<file path="config.mk">
export PLATFORM = sky130hd
export DESIGN_NAME = mrpt_mont
export DESIGN_NICKNAME = d
export VERILOG_FILES = /design/src/design/mrpt_pkg.sv /design/src/design/mrpt_mul.sv /design/src/design/mrpt_mont.sv
export SDC_FILE = /design/constraint.sdc
export NUM_CORES = 2
export LEC_CHECK = 0
export BUFFER_PORTS_ARGS = -buffer_cell sky130_fd_sc_hd__buf_2
export CAP_MARGIN = 20
export CORE_MARGIN = 4
export CORE_UTILIZATION = 48
export DETAILED_ROUTE_END_ITERATION = 7
export GPL_ROUTABILITY_DRIVEN = 0
export GPL_TIMING_DRIVEN = 1
export PLACE_DENSITY = 0.66
export SYNTH_ARGS = -nofsm -noshare
export SYNTH_HDL_FRONTEND = slang
export SYNTH_HIERARCHICAL = 1
export SYNTH_SLANG_ARGS = --single-unit
</file>
<file path="constraint.sdc">
create_clock -name i_clk -period 16.7 [get_ports i_clk]
set_clock_uncertainty 0.05 [all_clocks]
set_input_delay 0.835 -clock i_clk [delete_from_list [all_inputs] [get_ports i_clk]]
set_output_delay 0.835 -clock i_clk [all_outputs]
set_load 0.1 [all_outputs]
</file>
<file path="src/design/mrpt_pkg.sv">
// shared types, constants and the small prime table of the primality tester
// no dependencies
package mrpt_pkg;

    localparam int CAND_W            = 63;
    localparam int WORD_W            = 64;
    localparam int SMALL_PRIME_COUNT = 12;
    localparam int WITNESS_COUNT_DEF = 12;
    localparam int SMALL_LIMIT       = 41 * 41;
    localparam int RECIP_SHIFT       = 20;

    typedef enum logic [3:0] {
        S_IDLE, S_TRIAL, S_CLASS, S_DECOMP, S_NINV_A, S_NINV_B, S_RMOD,
        S_WBASE, S_WLOOP, S_WMUL, S_WSQ, S_WCHK, S_WSQR, S_OUT
    } t_state;

    typedef enum logic [2:0] {
        M_IDLE, M_AB, M_M, M_MN, M_FIN
    } t_mont_state;

    typedef struct packed {
        logic start;
        logic low;
    } t_mont_req;

    typedef struct packed {
        logic done;
        logic busy;
    } t_mont_rsp;

    // first twelve primes
    function automatic logic [5:0] small_prime(input logic [3:0] idx);
        logic [5:0] p;
        unique case (idx)
            4'd0:    p = 6'd2;
            4'd1:    p = 6'd3;
            4'd2:    p = 6'd5;
            4'd3:    p = 6'd7;
            4'd4:    p = 6'd11;
            4'd5:    p = 6'd13;
            4'd6:    p = 6'd17;
            4'd7:    p = 6'd19;
            4'd8:    p = 6'd23;
            4'd9:    p = 6'd29;
            4'd10:   p = 6'd31;
            4'd11:   p = 6'd37;
            default: p = 6'd0;
        endcase
        return p;
    endfunction

    // ceil(2^20 / p), gives the exact quotient for dividends below 2^14
    function automatic logic [19:0] small_recip(input logic [3:0] idx);
        logic [19:0] m;
        unique case (idx)
            4'd0:    m = 20'd524288;
            4'd1:    m = 20'd349526;
            4'd2:    m = 20'd209716;
            4'd3:    m = 20'd149797;
            4'd4:    m = 20'd95326;
            4'd5:    m = 20'd80660;
            4'd6:    m = 20'd61681;
            4'd7:    m = 20'd55189;
            4'd8:    m = 20'd45591;
            4'd9:    m = 20'd36158;
            4'd10:   m = 20'd33826;
            4'd11:   m = 20'd28340;
            default: m = 20'd0;
        endcase
        return m;
    endfunction

endpackage

</file>
<file path="src/design/mrpt_mul.sv">
// iterative 64x64 multiplier, one 32x32 partial product per cycle
// depends on mrpt_pkg
module mrpt_mul import mrpt_pkg::*; (
    input  logic                  i_clk,
    input  logic                  i_rst_n,
    input  logic                  i_start,
    input  logic [WORD_W-1:0]     i_a,
    input  logic [WORD_W-1:0]     i_b,
    output logic                  o_done,
    output logic [2*WORD_W-1:0]   o_prod
);

    logic [WORD_W-1:0]   r_a, n_a, r_b, n_b;
    logic [2:0]          r_cnt, n_cnt;
    logic                r_busy, n_busy, r_pv, n_pv, r_done, n_done;
    logic [WORD_W-1:0]   r_pp, n_pp;
    logic [1:0]          r_sh, n_sh;
    logic [2*WORD_W-1:0] r_acc, n_acc;
    logic [31:0]         ai, bi;

    // partial product select, then accumulate the previous one
    always_comb begin
        n_a = r_a; n_b = r_b; n_cnt = r_cnt; n_busy = r_busy; n_pv = r_pv;
        n_pp = r_pp; n_sh = r_sh; n_acc = r_acc; n_done = 1'b0;
        ai = r_cnt[0] ? r_a[63:32] : r_a[31:0];
        bi = r_cnt[1] ? r_b[63:32] : r_b[31:0];
        if (i_start) begin
            n_a = i_a; n_b = i_b; n_cnt = 3'd0; n_busy = 1'b1;
            n_acc = '0; n_pv = 1'b0;
        end else if (r_busy) begin
            if (r_pv) begin
                n_acc = r_acc + ({64'd0, r_pp} << {r_sh, 5'd0});
            end
            if (r_cnt < 3'd4) begin
                n_pp  = {32'd0, ai} * {32'd0, bi};
                n_sh  = {1'b0, r_cnt[0]} + {1'b0, r_cnt[1]};
                n_pv  = 1'b1;
                n_cnt = r_cnt + 3'd1;
            end else begin
                n_busy = 1'b0; n_pv = 1'b0; n_done = 1'b1;
            end
        end
    end

    always_ff @(posedge i_clk) begin
        if (!i_rst_n) begin
            r_busy <= 1'b0; r_pv <= 1'b0; r_done <= 1'b0; r_cnt <= 3'd0;
        end else begin
            r_busy <= n_busy; r_pv <= n_pv; r_done <= n_done; r_cnt <= n_cnt;
        end
        r_a <= n_a; r_b <= n_b; r_pp <= n_pp; r_sh <= n_sh; r_acc <= n_acc;
    end

    assign o_done = r_done;
    assign o_prod = r_acc;

endmodule

</file>
<file path="src/design/mrpt_mont.sv">
// montgomery product unit (R = 2^64) with a plain low-product mode
// depends on mrpt_pkg and mrpt_mul
module mrpt_mont import mrpt_pkg::*; (
    input  logic              i_clk,
    input  logic              i_rst_n,
    input  t_mont_req         i_req,
    input  logic [WORD_W-1:0] i_a,
    input  logic [WORD_W-1:0] i_b,
    input  logic [WORD_W-1:0] i_n,
    input  logic [WORD_W-1:0] i_ninv,
    output t_mont_rsp         o_rsp,
    output logic [WORD_W-1:0] o_res
);

    t_mont_state         r_state, n_state;
    logic                r_low, n_low, r_done, n_done;
    logic [WORD_W-1:0]   r_lo, n_lo, r_hi, n_hi, r_t, n_t, r_res, n_res;
    logic                mul_start, mul_done;
    logic [WORD_W-1:0]   mul_a, mul_b;
    logic [2*WORD_W-1:0] mul_p;

    mrpt_mul u_mul (
        .i_clk   (i_clk),
        .i_rst_n (i_rst_n),
        .i_start (mul_start),
        .i_a     (mul_a),
        .i_b     (mul_b),
        .o_done  (mul_done),
        .o_prod  (mul_p)
    );

    always_ff @(posedge i_clk) begin
        if (!i_rst_n) begin
            r_state <= M_IDLE; r_done <= 1'b0;
        end else begin
            r_state <= n_state; r_done <= n_done;
        end
        r_low <= n_low; r_lo <= n_lo; r_hi <= n_hi; r_t <= n_t; r_res <= n_res;
    end

    // a*b, then m = lo*ninv, then high(m*n) folded in, then final subtract
    always_comb begin
        n_state = r_state; n_low = r_low; n_lo = r_lo; n_hi = r_hi;
        n_t = r_t; n_res = r_res; n_done = 1'b0;
        mul_start = 1'b0; mul_a = i_a; mul_b = i_b;
        unique case (r_state)
            M_IDLE: begin
                if (i_req.start) begin
                    mul_start = 1'b1; n_low = i_req.low; n_state = M_AB;
                end
            end
            M_AB: begin
                if (mul_done) begin
                    n_lo = mul_p[63:0]; n_hi = mul_p[127:64];
                    if (r_low) begin
                        n_res = mul_p[63:0]; n_done = 1'b1; n_state = M_IDLE;
                    end else begin
                        mul_start = 1'b1; mul_a = mul_p[63:0]; mul_b = i_ninv;
                        n_state = M_M;
                    end
                end
            end
            M_M: begin
                if (mul_done) begin
                    mul_start = 1'b1; mul_a = mul_p[63:0]; mul_b = i_n;
                    n_state = M_MN;
                end
            end
            M_MN: begin
                if (mul_done) begin
                    n_t = r_hi + mul_p[127:64] + {63'd0, (r_lo != '0)};
                    n_state = M_FIN;
                end
            end
            M_FIN: begin
                n_res = (r_t >= i_n) ? r_t - i_n : r_t;
                n_done = 1'b1; n_state = M_IDLE;
            end
            default: n_state = M_IDLE;
        endcase
    end

    assign o_rsp.done = r_done;
    assign o_rsp.busy = (r_state != M_IDLE);
    assign o_res      = r_res;

endmodule

</file>
==> out/results.tsv <==
metric	value	unit
outcome	complete, but fails checks	
failing checks	design-rule violations	
final cell count without fillers	10069	
setup bufs post-CTS	0	
WL met1	102	mm
PortBufs	325	
critical path type	reg -> reg	
RSZ-0062 raised after global routing	no	
global-route wire length before repair	397	mm
Synth Net Count	9698	
Hold Vio Cnt, Final	0	
Num CTS Buffers	61	
1st-iter DRT viols	8591	
gr ovfl total	0	
Syn. warnings	6	
sequential fraction of the synthesis area	22.7	%
Rows	141	
via count	62245	
final setup TNS	0	ns
Net count, final	9751	
HPWL after DPL	220	mm
Area contributors post-synth	fa_1 (25%), edfxtp_1 (19%), ha_1 (9.0%), inv_1 (5.8%), nand2_1 (5.7%)	
IO Pins	326	
full die area	0.156	mm²
vias in the first global route	60838	
via/cell ratio	6.18	
largest net degree at the start of global routing	193	
layout cells sized above 1	8.80	%
worst min path class	in -> reg	
initial antenna violation count	28	
Slew Limit Headroom	17.0	%
Clock transition at path regs	0.07	ns
Die W	395	µm
Die Ht	395	µm
synth unique cells	112	
met2 routed wirelength	113	mm
cell count after synthesis	8021	
Core Footprint	0.148	mm²
R2R setup slack	6.19	ns
placed instance count	9940	
final worst path period share	62.9	%
P&R area growth vs syn	7.73	%
Max Freq	95.2	MHz
max layer used	met5	
Filler cells	13620	
All-Layer GR Usage	34.2	%
Starting Density	48.4	%
Slew Viols, Final	0	
CTS H-tree depth	2	
Clock Sinks	589	
Syn Area/Cell	8.94	µm²
CTS tree	done	
final setup violation count	0	
post-cts sizing count	0	
Tmin final	10.51	ns
CP max-delay cell	buf_4	
dominant cell type by area after synthesis	fa_1	
Arrival @ worst endpoint	10.87	ns
Seq cells post-synth	589	
Post-synth EDFFs	451	
measured slew at the worst slew-check pin	1.23	ns
Post-synth ARST share	0	%
Max Fanout on Critical Path	54	
Worst Path Required	17.06	ns
met3 routed wirelength	36.0	mm
setup slack after placement	6.33	ns
Most Frequent Cell on Critical Path	fa_1	
wire per inst	27.0	µm
Detail Route Antenna Nets	0	
final WL	272	mm
Clk Latency, worst-skew pair	0.71	ns
top-area cell type share of the netlist area	25.1	%
Worst Setup End Kind	register	
Final Worst Setup Slack	6.19	ns
hold-fix buffers at CTS	0	
drt first pass iters	8	
CTS root buf	clkbuf_16	
Max-Cap Viols	0	
crit start category	register	
Post-Syn Area	0.0717	mm²
ys flop type	edfxtp_1	
Largest stage delay, worst path	0.82	ns
Residual DRC	105	
Clock Path Buffers	3	
-- critical path, delay by kind of cell (launching register included) --
family                   cells  cell delay (ns)
multiplexers                 1             0.31
flip-flops                   1             0.51
AND/OR/NAND/NOR              4             0.60
buffers and inverters        8             1.49
AO/OA/AOI/OAI                8             2.65
adder cells (fa/ha/maj)      9             4.38
XOR/XNOR                     1             0.11
-- routing by layer --
layer,up-vias,track usage [%]
li1,26711,-
met1,30553,44.5
met2,4040,49.8
met3,931,11.1
met4,10,20.5
met5,-,0
-- flip-flops by register name (all words and copies together), names as in the netlist --
signal,count
r_low,1
u_mul/r_a,64
r_hi,64
u_mul/r_pv,1
u_mul/r_b,64
r_t,64
u_mul/o_done,1
u_mul/o_prod,128
u_mul/r_sh,2
u_mul/r_pp,64
o_res,64
r_done,1
r_lo,64
u_mul/r_busy,1
r_state,3
u_mul/r_cnt,3
-- through the flow --
stage               hold slack (ns)  utilization [%]  area [µm²]
finish                        0.252             52.1       77300
global route                  0.241             52.1       77300
CTS                           0.220             52.1       77200
detailed placement            0.440             50.7       75100
global placement              0.426             50.7       75100
floorplan                     0.397                -       71700
-- synth_stat cells (21+ instances only) --
master,n
clkbuf_1,370
nor4_1,37
a21oi_1,487
buf_1,31
buf_2,24
xnor2_1,203
o21ai_1,41
xor2_1,95
a211oi_1,24
nand2_1,1087
nor3_1,46
fa_1,900
a22o_1,37
ha_1,517
nand2b_1,31
o211ai_1,21
o21bai_1,79
nand4_1,121
and3_1,25
o21a_1,41
o21ai_0,327
a21o_1,183
mux2_2,66
nor2b_1,69
a31oi_1,43
mux2i_1,147
a222oi_1,64
nand3_1,55
nor2_1,843
edfxtp_1,451
and2_1,50
inv_1,1110
or3_1,26
dfxtp_1,138
-- logic make-up after synthesis --
| logic type | Yosys count | synth area share, % |
|---|---|---|
| AND/OR/NAND/NOR | 2443 | 14.5 |
| buffers and inverters | 1539 | 8.11 |
| AO/OA/AOI/OAI | 1521 | 13.8 |
| adder cells (fa/ha/maj) | 1417 | 34.1 |
| flip-flops | 589 | 22.7 |
| XOR/XNOR | 298 | 3.64 |
| multiplexers | 214 | 3.10 |
-- placed cells by master (no fill, tap or decap), drive strengths merged, types with 51 or more instances in the layout --
master,netlist,layout
nand3,57,57
buf,57,419
o21bai,79,79
edfxtp,451,451
o21ai,371,371
nand2,1088,1088
fa,900,900
xnor2,203,203
mux2,67,67
xor2,95,95
a222oi,64,64
mux2i,147,147
a21oi,491,491
dfxtp,138,138
and2,51,51
clkbuf,372,78
nor2,843,843
nor2b,69,69
a21o,184,184
inv,1110,1111
ha,517,517
nand4,122,122
-- path summary, 6_finish.rpt --
| kind | endpoint | start | cells past startpoint |
|---|---|---|---|
| worst max-delay path | u_mul/r_pp[61] | u_mul/r_cnt[1] | 31 |
| worst min-delay path | r_low | i_req[0] | 1 |
| worst max register to register | u_mul/r_pp[61] | u_mul/r_cnt[1] | 31 |
| worst min register to register | u_mul/o_prod[110] | u_mul/o_prod[110] | 2 |
-- layout make-up --
class,instances,area [µm²],area share (%)
diodes,13,32.5,0.0421
repair buffers,419,2360,3.06
inverters,1110,4170,5.39
clock inverters,37,424,0.549
clock buffers,78,1680,2.17
flip-flops and latches,589,16300,21.1
well taps,1930,2410,3.12
multi-input cells,5893,49900,64.6
Power is not shown: default switching activity piles up to over one toggle a cycle in this logic, so the estimate is an artifact.
